**src/design/mms_pkg.sv**
```systemverilog
// Shared types, constants and codes for the magic multiplier search block.
package mms_pkg;

  localparam int MAX_ENTRIES = 4096;
  localparam int ADDR_W = $clog2(MAX_ENTRIES);
  localparam int BITS_W = 4;
  localparam int CNT_W = ADDR_W + 1;

  localparam logic [31:0] RNG_SEED = 32'd1804289383;
  localparam int MIN_TOP_BITS = 6;

  localparam logic [BITS_W-1:0] BITS_CAP = BITS_W'(ADDR_W);
  localparam logic [BITS_W-1:0] BITS_RESET = 4'd12;

  localparam logic [1:0] CFG_BITS = 2'd0;
  localparam logic [1:0] CFG_MASK = 2'd1;
  localparam logic [1:0] CFG_TRIES = 2'd2;

  localparam logic OP_LOAD = 1'b0;
  localparam logic OP_SEARCH = 1'b1;

  localparam logic [1:0] MUL_LO_LO = 2'd0;
  localparam logic [1:0] MUL_LO_HI = 2'd1;
  localparam logic [1:0] MUL_HI_LO = 2'd2;

  typedef struct packed {
    logic        opcode;
    logic [63:0] occupancy;
    logic [63:0] attack;
  } in_item_t;

  typedef struct packed {
    logic [63:0] magic;
    logic        found;
    logic [31:0] tries_used;
  } out_item_t;

  typedef struct packed {
    logic       load_wr;
    logic       srch_start;
    logic       draw_init;
    logic       draw_step;
    logic       draw_word_end;
    logic       count_inc;
    logic       mul_issue;
    logic       mul_sel_mask;
    logic [1:0] mul_step;
    logic       clear_wr;
    logic       idx_clr;
    logic       idx_inc;
    logic       store_rd;
    logic       hash_rd;
    logic       hash_wr;
    logic       res_load;
    logic       res_found;
  } mms_cmd_t;

  typedef struct packed {
    logic top_ok;
    logic tries_done;
    logic idx_last;
    logic hash_empty;
    logic hash_match;
    logic out_busy;
  } mms_sts_t;

endpackage

```
**src/design/mms_ctrl.sv**
```systemverilog
// Controller: sequences loads, candidate draws, screening and table trials.
module mms_ctrl
  import mms_pkg::*;
(
  input  logic     clk,
  input  logic     rst,
  input  logic     in_valid,
  output logic     in_ready,
  input  logic     in_opcode,
  input  mms_sts_t sts,
  output mms_cmd_t cmd
);

  localparam logic [3:0] S_IDLE  = 4'd0;
  localparam logic [3:0] S_TRY   = 4'd1;
  localparam logic [3:0] S_DRAW  = 4'd2;
  localparam logic [3:0] S_MMUL  = 4'd3;
  localparam logic [3:0] S_MCHK  = 4'd4;
  localparam logic [3:0] S_CLEAR = 4'd5;
  localparam logic [3:0] S_RD    = 4'd6;
  localparam logic [3:0] S_EMUL  = 4'd7;
  localparam logic [3:0] S_HRD   = 4'd8;
  localparam logic [3:0] S_HCHK  = 4'd9;
  localparam logic [3:0] S_DONE  = 4'd10;

  logic [3:0] state;
  logic [3:0] state_next;
  logic [3:0] cnt;
  logic [3:0] cnt_next;
  logic       found;
  logic       found_next;

  always_ff @(posedge clk) begin
    if (rst) begin
      state <= S_IDLE;
      cnt <= '0;
      found <= 1'b0;
    end else begin
      state <= state_next;
      cnt <= cnt_next;
      found <= found_next;
    end
  end

  always_comb begin
    state_next = state;
    cnt_next = cnt;
    found_next = found;
    in_ready = 1'b0;
    cmd = '0;
    case (state)
      S_IDLE: begin
        in_ready = 1'b1;
        if (in_valid) begin
          if (in_opcode == OP_SEARCH) begin
            cmd.srch_start = 1'b1;
            state_next = S_TRY;
          end else begin
            cmd.load_wr = 1'b1;
          end
        end
      end
      S_TRY: begin
        if (sts.tries_done) begin
          found_next = 1'b0;
          state_next = S_DONE;
        end else begin
          cmd.draw_init = 1'b1;
          cnt_next = '0;
          state_next = S_DRAW;
        end
      end
      S_DRAW: begin
        cmd.draw_step = 1'b1;
        cmd.draw_word_end = cnt[1:0] == 2'd3;
        if (cnt == 4'd11) begin
          cmd.count_inc = 1'b1;
          cnt_next = '0;
          state_next = S_MMUL;
        end else begin
          cnt_next = cnt + 4'd1;
        end
      end
      S_MMUL, S_EMUL: begin
        cmd.mul_sel_mask = state == S_MMUL;
        cmd.mul_step = cnt[1:0];
        cmd.mul_issue = cnt != 4'd3;
        if (cnt == 4'd3) begin
          cnt_next = '0;
          state_next = (state == S_MMUL) ? S_MCHK : S_HRD;
        end else begin
          cnt_next = cnt + 4'd1;
        end
      end
      S_MCHK: begin
        if (sts.top_ok) begin
          cmd.idx_clr = 1'b1;
          state_next = S_CLEAR;
        end else begin
          state_next = S_TRY;
        end
      end
      S_CLEAR: begin
        cmd.clear_wr = 1'b1;
        if (sts.idx_last) begin
          cmd.idx_clr = 1'b1;
          state_next = S_RD;
        end else begin
          cmd.idx_inc = 1'b1;
        end
      end
      S_RD: begin
        cmd.store_rd = 1'b1;
        cnt_next = '0;
        state_next = S_EMUL;
      end
      S_HRD: begin
        cmd.hash_rd = 1'b1;
        state_next = S_HCHK;
      end
      S_HCHK: begin
        cmd.hash_wr = sts.hash_empty;
        if (!sts.hash_empty && !sts.hash_match) begin
          state_next = S_TRY;
        end else if (sts.idx_last) begin
          found_next = 1'b1;
          state_next = S_DONE;
        end else begin
          cmd.idx_inc = 1'b1;
          state_next = S_RD;
        end
      end
      S_DONE: begin
        if (!sts.out_busy) begin
          cmd.res_load = 1'b1;
          cmd.res_found = found;
          state_next = S_IDLE;
        end
      end
      default: begin
        state_next = S_IDLE;
      end
    endcase
  end

endmodule

```
**config.mk**
```make
export PLATFORM = sky130hd
export DESIGN_NAME = mms_ctrl
export DESIGN_NICKNAME = d
export VERILOG_FILES = /design/src/design/mms_pkg.sv /design/src/design/mms_ctrl.sv
export SDC_FILE = /design/constraint.sdc
export NUM_CORES = 1
export LEC_CHECK = 0
export BUFFER_PORTS_ARGS = -buffer_cell sky130_fd_sc_hd__buf_2
export CAP_MARGIN = 25
export CORE_MARGIN = 2
export CORE_UTILIZATION = 43
export CTS_CLUSTER_SIZE = 8
export DETAILED_ROUTE_END_ITERATION = 10
export MAX_ROUTING_LAYER = met4
export PLACE_DENSITY_LB_ADDON = 0.1
export RECOVER_POWER = 50
export SLEW_MARGIN = 0
export SYNTH_ARGS = -nofsm -noshare
export SYNTH_HDL_FRONTEND = slang
export SYNTH_SLANG_ARGS = --single-unit
```
**constraint.sdc**
```tcl
create_clock -name clk -period 1.56 [get_ports clk]
set_input_delay 0.156 -clock clk [delete_from_list [all_inputs] [get_ports clk]]
set_output_delay 0.156 -clock clk [all_outputs]
set_load 0.03 [all_outputs]
```
# Yosys cells after proc, flatten, opt, wreduce, memory -nomap -nowiden
# Index checks and enable logic that the tools add are counted.
# Widths: inputs -> output; s select.
# totals
regBits,9
latch_bits,0
ram_bits,0
rom_bits,0
inputBits,10
out_inout_bits,19
n_memories,0
# op_classes
n_addsub,1
multipliers,0
div_mod_pow,0
order_cmp,0
n_eq_ne,24
n_shift,0
mux,42
bitwise,0
n_reduce_logical,10
# ops
op,n
$mux 4,14
$pmux 4 s10,1
$ne 2x2->1 const B,10
$mux 1,17
$eq 4x3->1 const B,4
$eq 4x4->1 const B,4
$pmux 4 s4,1
$eq 4x2->1 const B,3
$mux 2,4
$mux 3,2
$pmux 1 s2,3
$reduce_and 6->1,1
$add 4x1->4 const B,1
$eq 4x1->1 const B,1
$logic_not 4->1,1
$ne 4x2->1 const B,1
$reduce_and 4->1,1
$reduce_bool 4->1,1
$eq 2x2->1 const B,1
$logic_not 1->1,2
$reduce_and 2->1,1
$reduce_bool 2->1,1
$reduce_or 2->1,1
$logic_and 1x1->1,1

# Depth between registers and ports, before layout
# Gate-level depths: netlist of run 1.
# depth
ltp_word,4
mapped_depth,5
depth_no_buf,5

# Worst setup path before layout of run 1
# OpenSTA, ideal clock, no wires.
# synth_path
path_kind,register to output
startpoint,register state[3]
endpoint,output cmd[17] (netlist name)
arrival_time_ps,1780
t_required_ps,1404
setup_slack_ps,-376
path_stages_with_launch,5
cell_sequence,dfxtp_1 -> buf_6 -> nor4_2 -> nand2_1 -> nor2_1
# synth_rtl
item,line_no,text
"start, declared",mms_ctrl.sv:26,logic [3:0] state;
"start signal, assigned",mms_ctrl.sv:39,state <= state_next;
"end, declared",mms_ctrl.sv:11,output mms_cmd_t cmd

==> impl_metrics.env, run 1 <==
export IMPL_synth_edf_count=0
export IMPL_diodes=0
export IMPL_gp_congestion=0.831
export IMPL_fin_skew_ns=0.00118
export IMPL_worstPathRequired_ns=1.40
export IMPL_grt_usage_pct=24.8
export IMPL_io_pins=29
export IMPL_dr_wl_met3_um=196
export IMPL_synth_top_family_by_area="simple AND/OR/NAND/NOR gates"
export IMPL_yosys_area_share_adder_pct=1.57
export IMPL_areaGrowthSynthToFinish_pct=82.2
export IMPL_grt_pass1_wl_um=3740
export IMPL_wl_met1_um=1110
export IMPL_wl_um=3010
export IMPL_cts_root_buffer="clkbuf_4"
export IMPL_synth_xor_area_share_pct=0
export IMPL_wl_met2_um=1640
export IMPL_crit_arrival_ns=1.52
export IMPL_final_nets=165
export IMPL_leakage_nw=0.601
export IMPL_violations="setup timing"
export IMPL_wl_per_cell_um=16.9
export IMPL_slew_headroom_pct=69.8
export IMPL_ys_types=39
export IMPL_grt_max_degree=12
export IMPL_yosys_warnings=0
export IMPL_vias=1033
export IMPL_cts_hold_buffers=0
export IMPL_drt_initial_drc_count=27
export IMPL_final_cell_mix="buf_4 (26), buf_2 (13), buf_6 (13)"
export IMPL_drc=0
export IMPL_instances_no_fill=178
export IMPL_ys_seq_area_share_pct=22.7
export IMPL_core_area_um2=1730
export IMPL_grt_pass1_vias=825
export IMPL_hpwl_um=1820
export IMPL_rsz0062_at_grt="true"
export IMPL_placed_cell_area_um2=1100
export IMPL_synth_area_per_cell_um2=7.95
export IMPL_htreeDepth=1
export IMPL_start_kind="register"
export IMPL_hold_path_class="primary input to register"
export IMPL_cts_sinks=9
export IMPL_syn_inst=100
export IMPL_die_area_um2=2210
export IMPL_synth_compound_area_share_pct=22.0
export IMPL_slew_viol_final=0
export IMPL_post_place_cells=162
export IMPL_die_h_um=47.0
export IMPL_row_count=15
export IMPL_peakVddDrop_v=0.000718
export IMPL_vias_per_cell=5.80
export IMPL_path_class="register to primary output"
export IMPL_tightest_slew_ns=0.447
export IMPL_syn_cell_area_um2=795
export IMPL_synthSimpleGateAreaFrac_pct=41.9
export IMPL_power_mw=1.98
export IMPL_outcome="finished, violations left"
export IMPL_cts_buffers=3
export IMPL_numPortBuffers=28
export IMPL_clockBufferDepth=2
export IMPL_die_w_um=47.0
export IMPL_fill_cells=105
export IMPL_grt_antenna_before_repair=0
export IMPL_end_kind="primary output"
export IMPL_synthFlopType="dfxtp_1"
export IMPL_drive_above_1_share_pct=62.1
export IMPL_synth_fp_nets=111
export IMPL_setup_viol=10
export IMPL_drt_pre_antenna_iters=5
export IMPL_worst_path_max_fanout=4
export IMPL_muxShareOfSynthArea_pct=5.04
export IMPL_initial_utilization_pct=46.0
export IMPL_whs_ns=0.176
export IMPL_async_flop_share_pct=0
export IMPL_period_share_pct=108
export IMPL_grt_ovfl_total=0
export IMPL_max_freq_ghz=0.596
export IMPL_ant_nets=0
export IMPL_clk_latency_ns=0.27
export IMPL_design_area_um2=1450
export IMPL_final_common_cell="buf_4"
export IMPL_path_clk_slew_ns=0.07
export IMPL_hold_viol_final=0
export IMPL_maxCapViolations=0
export IMPL_powerDensity_nw_per_um2=1370
export IMPL_cts_tree="done"
export IMPL_fin_crit_ns=1.68
export IMPL_highest_signal_layer="met4"
export IMPL_worst_slack_ns=-0.118
export IMPL_ys_seq_elements=9
==> through the flow <==
stage / setup TNS [ns] / worst slack, ns / utilization, %
2_1_floorplan: -0.162 / -0.110 / -
3_3_place_gp: 0 / 0.0133 / 64.0
3_5_place_dp: -0.0759 / -0.0753 / 64.0
4_1_cts: -0.262 / -0.0936 / 70.2
5_1_grt: -0.864 / -0.158 / 83.8
6_report: -0.422 / -0.118 / 83.8
==> registers in the layout, summed over array words and instances (netlist names) <==
signal  cells
found       1
state       4
cnt         4
==> layer usage <==
layer	vias up	track usage (%)
li1	475	-
met5	-	-
met3	8	3.85
met4	0	9.44
met1	490	30.8
met2	60	40.3
==> cell usage after synthesis (2+ instances only) <==
| cell type | number | share of area (%) |
|---|---|---|
| dfxtp_1 | 9 | 23 |
| mux2i_1 | 4 | 5.0 |
| nand3b_1 | 2 | 1.9 |
| o21ai_0 | 3 | 1.9 |
| buf_2 | 4 | 2.5 |
| a21oi_1 | 5 | 3.1 |
| or3_1 | 2 | 1.6 |
| nor4_1 | 4 | 3.1 |
| nor3_1 | 6 | 3.8 |
| nor3b_1 | 2 | 1.9 |
| and2_1 | 4 | 3.1 |
| inv_1 | 5 | 2.4 |
| nand2b_1 | 9 | 7.1 |
| nand2_1 | 8 | 3.8 |
| nor2_1 | 8 | 3.8 |
| and3_1 | 2 | 1.6 |
==> layout make-up <==
class / count / area, um^2 / area share (%)
flip-flops and latches: 9 / 195 / 13.5
inverters: 5 / 18.8 / 1.30
well taps: 25 / 31.3 / 2.16
clock buffers: 4 / 26.3 / 1.82
repair buffers: 55 / 452 / 31.2
multi-input cells: 80 / 724 / 50.0
==> worst max-delay path, cell delays in order, from the launching register on <==
cell	delay (ns)
dfxtp_4	0.38
buf_12	0.13
nor4_4	0.34
nand2_1	0.10
nor2_2	0.16
buf_6	0.15
==> cell families after synthesis <==
group | count (synthesis)
simple gates | 53
mux | 4
flops | 9
fa+ha+maj | 1
buf+inv | 11
compound gates | 22
==> where the power goes <==
part / internal [mW] / switching (mW) / leakage (nW)
combinational: 0.696 / 0.697 / 0.509
sequential: 0.289 / 0.0954 / 0.0766
clock: 0.0990 / 0.0996 / 0.0150
total: 1.08 / 0.892 / 0.601
==> worst paths after layout <==
path         depth (start not counted)  slack (ns)  endpoint  startpoint
max                                  5       -0.12   cmd[17]    state[2]
min                                  2        0.18    cnt[1]         rst
max reg2reg                          5       -0.02  state[1]    state[0]
min reg2reg                          2        0.49     found       found
==> repair_timing <==
| item | in CTS | in global routing |
|---|---|---|
| buffers inserted | 3 | 9 |
| hold endpoints to repair | 0 | 0 |
| resized for setup | 19 | 44 |
| gates cloned | 0 | 0 |
| setup endpoints to repair | 16 | 21 |
| pin swaps | 3 | 12 |
No activity file was read; power rests on OpenSTA's default activity.
==> run 2, diff against run 1 <==
==> constraint.sdc (replaced) <==
create_clock -name clk -period 1.56 [get_ports clk]
set_input_delay 0.078 -clock clk [delete_from_list [all_inputs] [get_ports clk]]
set_output_delay 0.078 -clock clk [all_outputs]
set_load 0.03 [all_outputs]
==> impl_metrics.env, run 2 (synthesis gave the netlist of run 1 again) <==
export IMPL_outcome="finished, violations left"
export IMPL_violations="setup timing"
export IMPL_period_share_pct=101
export IMPL_diodes=0
export IMPL_drive_above_1_share_pct=52.7
export IMPL_clk_latency_ns=0.26
export IMPL_worst_path_max_fanout=7
export IMPL_setup_viol=1
export IMPL_crit_arrival_ns=1.50
export IMPL_wl_um=2400
export IMPL_fin_skew_ns=0.00222
export IMPL_largestRegisters="cnt x4, state x4, found x1"
export IMPL_die_w_um=47.0
export IMPL_path_clk_slew_ns=0.06
export IMPL_powerDensity_nw_per_um2=1310
export IMPL_hold_viol_final=0
export IMPL_drt_pre_antenna_iters=4
export IMPL_hpwl_um=1840
export IMPL_ant_nets=0
export IMPL_final_cell_mix="buf_4 (23), buf_2 (20), nand2_1 (8)"
export IMPL_cts_buffers=3
export IMPL_numPortBuffers=28
export IMPL_grt_pass1_wl_um=3830
export IMPL_fin_crit_ns=1.58
export IMPL_leakage_nw=0.530
export IMPL_cts_tree="done"
export IMPL_grt_usage_pct=24.9
export IMPL_slew_viol_final=0
export IMPL_drt_initial_drc_count=4
export IMPL_slew_headroom_pct=75.6
export IMPL_gp_congestion=0.850
export IMPL_final_nets=158
export IMPL_max_freq_ghz=0.632
export IMPL_path_class="register to primary output"
export IMPL_grt_antenna_before_repair=0
export IMPL_end_kind="primary output"
export IMPL_cts_hold_buffers=0
export IMPL_fin_util_pct=72.9
export IMPL_wl_per_cell_um=14.0
export IMPL_maxCapViolations=0
export IMPL_vias_per_cell=5.57
export IMPL_vias=953
export IMPL_peakVddDrop_v=0.000881
export IMPL_die_area_um2=2210
export IMPL_drc=0
export IMPL_rrSetupSlack_ns=0.08
export IMPL_cts_sinks=9
export IMPL_grt_pass1_vias=868
export IMPL_hold_path_class="primary input to register"
export IMPL_tightest_slew_ns=0.368
export IMPL_io_pins=29
export IMPL_worstPathRequired_ns=1.48
export IMPL_core_area_um2=1730
export IMPL_die_h_um=47.0
export IMPL_htreeDepth=1
export IMPL_cts_root_buffer="clkbuf_4"
export IMPL_row_count=15
export IMPL_start_kind="register"
export IMPL_worst_slack_ns=-0.0219
export IMPL_clockBufferDepth=2
export IMPL_final_common_cell="buf_4"
export IMPL_initial_utilization_pct=46.0
export IMPL_grt_max_degree=11
export IMPL_areaGrowthSynthToFinish_pct=58.4
export IMPL_rsz0062_at_grt="true"
export IMPL_grt_ovfl_total=0
export IMPL_whs_ns=0.139
[run 2: through the flow]
step	TNS (ns)	total power [mW]	setup slack [ns]	instance area (um^2)	instances
3_5_place_dp	-0.0197	1.36	-0.0197	1100	165
2_1_floorplan	-0.102	1.03	-0.0321	837	100
5_1_grt	-0.115	1.77	-0.0796	1260	171
4_1_cts	-0.0474	1.58	-0.0474	1160	169
3_3_place_gp	0	1.34	0.0278	1100	165
6_report	-0.0219	1.65	-0.0219	1260	171
[run 2: path summary, 6_finish.rpt]
kind,from,end,cells after the start
hold reg to reg,found,found,2
setup / recovery,state[2],cmd[5],6
setup reg to reg,state[2],state[3],5
hold / removal,rst,cnt[1],2
[run 2: metal layers]
| metal | track usage (%) | vias to the layer above | wire [um] |
|---|---|---|---|
| met1 | 29.2 | 466 | 969 |
| met3 | 2.31 | 2 | 75 |
| met5 | - | - | 0 |
| met2 | 45.8 | 20 | 1330 |
| li1 | - | 465 | - |
| met4 | 5.00 | 0 | 18 |
[run 2: critical path: stages, from the launching register on]
cell      delay (ns)
dfxtp_4         0.39
nand2b_4        0.15
buf_6           0.13
nor3_4          0.19
inv_1           0.05
o21ai_1         0.16
buf_4           0.18
[run 2: cell type report]
type                       instances  area [um^2]
fill                             146          468
tap                               25         31.3
multi-input combinational         80          669
sequential                         9          195
timing repair buffer              48          318
inverter                           5         18.8
clock buffer                       4         26.3
[run 2: what timing repair did]
| item | 4_1_cts | 5_1_grt |
|---|---|---|
| buffers inserted | 0 | 2 |
| pin swaps | 1 | 6 |
| gates resized for setup | 9 | 25 |
| endpoints found under the setup margin | 7 | 14 |
[run 2: where the power goes]
part	switching, mW	internal [mW]
clock network	0.0788	0.0984
registers	0.0785	0.286
logic	0.594	0.514
==> run 3, diff against run 2 <==
--- a/config.mk
+++ b/config.mk
@@ -9,4 +9,3 @@
 export CAP_MARGIN = 25
-export CORE_MARGIN = 2
-export CORE_UTILIZATION = 43
+export CORE_UTILIZATION = 48
 export CTS_CLUSTER_SIZE = 8
==> constraint.sdc (replaced) <==
create_clock -name clk -period 1.55 [get_ports clk]
set_input_delay 0 -clock clk [delete_from_list [all_inputs] [get_ports clk]]
set_output_delay 0 -clock clk [all_outputs]
set_load 0.03 [all_outputs]
==> impl_metrics.env, run 3 (synthesis gave the netlist of run 1 again) <==
export IMPL_slowest_stage="dfxtp_4"
export IMPL_hold_start="sts[3]"
export IMPL_worstPathRequired_ns=1.55
export IMPL_final_nets=154
export IMPL_drive_above_1_share_pct=47.2
export IMPL_slowest_delay_ns=0.39
export IMPL_grt_max_degree=11
export IMPL_cts_buffers=3
export IMPL_fin_crit_ns=1.52
export IMPL_whs_ns=0.0292
export IMPL_numPortBuffers=28
export IMPL_setup_viol=0
export IMPL_grt_usage_pct=28.1
export IMPL_cts_tree="done"
export IMPL_vias=958
export IMPL_ant_nets=0
export IMPL_crit_chain="nand2b_4 -> nor3_4 -> buf_6 -> inv_1 -> o21ai_1 -> buf_4"
export IMPL_grt_ovfl_total=0
export IMPL_worst_path_max_fanout=7
export IMPL_gp_congestion=0.837
export IMPL_htreeDepth=1
export IMPL_vias_per_cell=6.06
export IMPL_power_mw=1.59
export IMPL_drc=0
export IMPL_r2r_cells=5
export IMPL_end_kind="primary output"
export IMPL_grt_antenna_before_repair=0
export IMPL_largestRegisters="cnt x4, state x4, found x1"
export IMPL_outcome="finished clean"
export IMPL_tightest_slew_ns=0.369
export IMPL_final_common_cell="buf_2"
export IMPL_cp_startpoint="state[2]"
export IMPL_path_clk_slew_ns=0.06
export IMPL_max_freq_ghz=0.659
export IMPL_hpwl_um=1690
export IMPL_cts_hold_buffers=0
export IMPL_maxCapViolations=0
export IMPL_grt_pass1_vias=822
export IMPL_hold_path_class="primary input to register"
export IMPL_die_area_um2=1820
export IMPL_wl_um=2430
export IMPL_period_share_pct=97.9
export IMPL_cts_sinks=9
export IMPL_tns_ns=0
export IMPL_hold_viol_final=0
export IMPL_core_area_um2=1520
export IMPL_peakVddDrop_v=0.000876
export IMPL_wl_per_cell_um=15.4
export IMPL_io_pins=29
export IMPL_slew_headroom_pct=75.3
export IMPL_initial_utilization_pct=52.1
export IMPL_final_cell_mix="buf_2 (23), buf_4 (17), nor2_1 (8), nand2_1 (8), nand2b_1 (6)"
export IMPL_rsz0062_at_grt="true"
export IMPL_slew_viol_final=0
export IMPL_diodes=0
export IMPL_fin_skew_ns=0.00122
export IMPL_rr_startpoint="cnt[1]"
export IMPL_leakage_nw=0.496
export IMPL_whs_path_depth=3
export IMPL_die_h_um=42.7
export IMPL_grt_pass1_wl_um=3730
export IMPL_areaGrowthSynthToFinish_pct=48.5
export IMPL_row_count=14
export IMPL_start_kind="register"
export IMPL_fin_util_pct=77.4
export IMPL_clk_latency_ns=0.27
export IMPL_path_class="register to primary output"
export IMPL_drt_initial_drc_count=43
export IMPL_clockBufferDepth=2
export IMPL_cts_root_buffer="clkbuf_4"
export IMPL_drt_pre_antenna_iters=4
export IMPL_crit_arrival_ns=1.52
export IMPL_powerDensity_nw_per_um2=1350
export IMPL_die_w_um=42.7
[run 3: cell count changes in the layout (fill, tap and decap cells not counted), moves of 2 or more]
cell / change
dfxtp_4: -2
buf_6: -2
clkbuf_1: +2
buf_4: -6
buf_2: +3
dfxtp_2: +4
dfxtp_1: -2
[run 3: per-layer routing]
layer / vias to the layer above / GRT usage [%] / part of all wire (%)
met5: - / - / 0
met4: 0 / 13.1 / 3.0
met3: 10 / 6.81 / 6.7
met2: 50 / 43.3 / 49
met1: 448 / 34.3 / 41
li1: 450 / - / -
[run 3: layout make-up]
class / instances / area [um^2]
Tap cell: 16 / 20.0
Inverter: 5 / 18.8
Sequential cell: 9 / 193
Timing Repair Buffer: 44 / 265
Clock buffer: 4 / 26.3
Fill cell: 122 / 344
Multi-Input combinational cell: 80 / 657
[run 3: stage by stage]
step                cell area (um^2)  cells  setup WS, ns
finish                          1180    158        0.0320
global placement                1050    151        0.0643
CTS                             1110    156      -0.00686
global route                    1180    158       -0.0161
floorplan                        835    100       -0.0329
detailed placement              1050    151        0.0315
[run 3: final timing paths]
kind | to | slack, ns
max | cmd[5] | 0.03
min | found | 0.03
max reg2reg | state[3] | 0.06
min reg2reg | found | 0.47
[run 3: what timing repair did]
action                     CTS  global route
gates resized for setup      9            12
buffers inserted             1             2
pin swaps                    1             2
setup endpoints to repair    2             9
[run 3: worst max-delay path, delay by kind of cell, from the launching register on]
family	cells	cell delay (ns)
buffers and inverters	3	0.34
AOI/OAI and AO/OA	1	0.11
DFF	1	0.39
and+or+nand+nor	2	0.41
[run 3: where the power goes]
group	internal [mW]	leakage, nW	switching [mW]
Clock	0.0997	0.0150	0.0890
Combinational	0.450	0.405	0.584
Sequential	0.283	0.0763	0.0858
Total	0.832	0.496	0.759
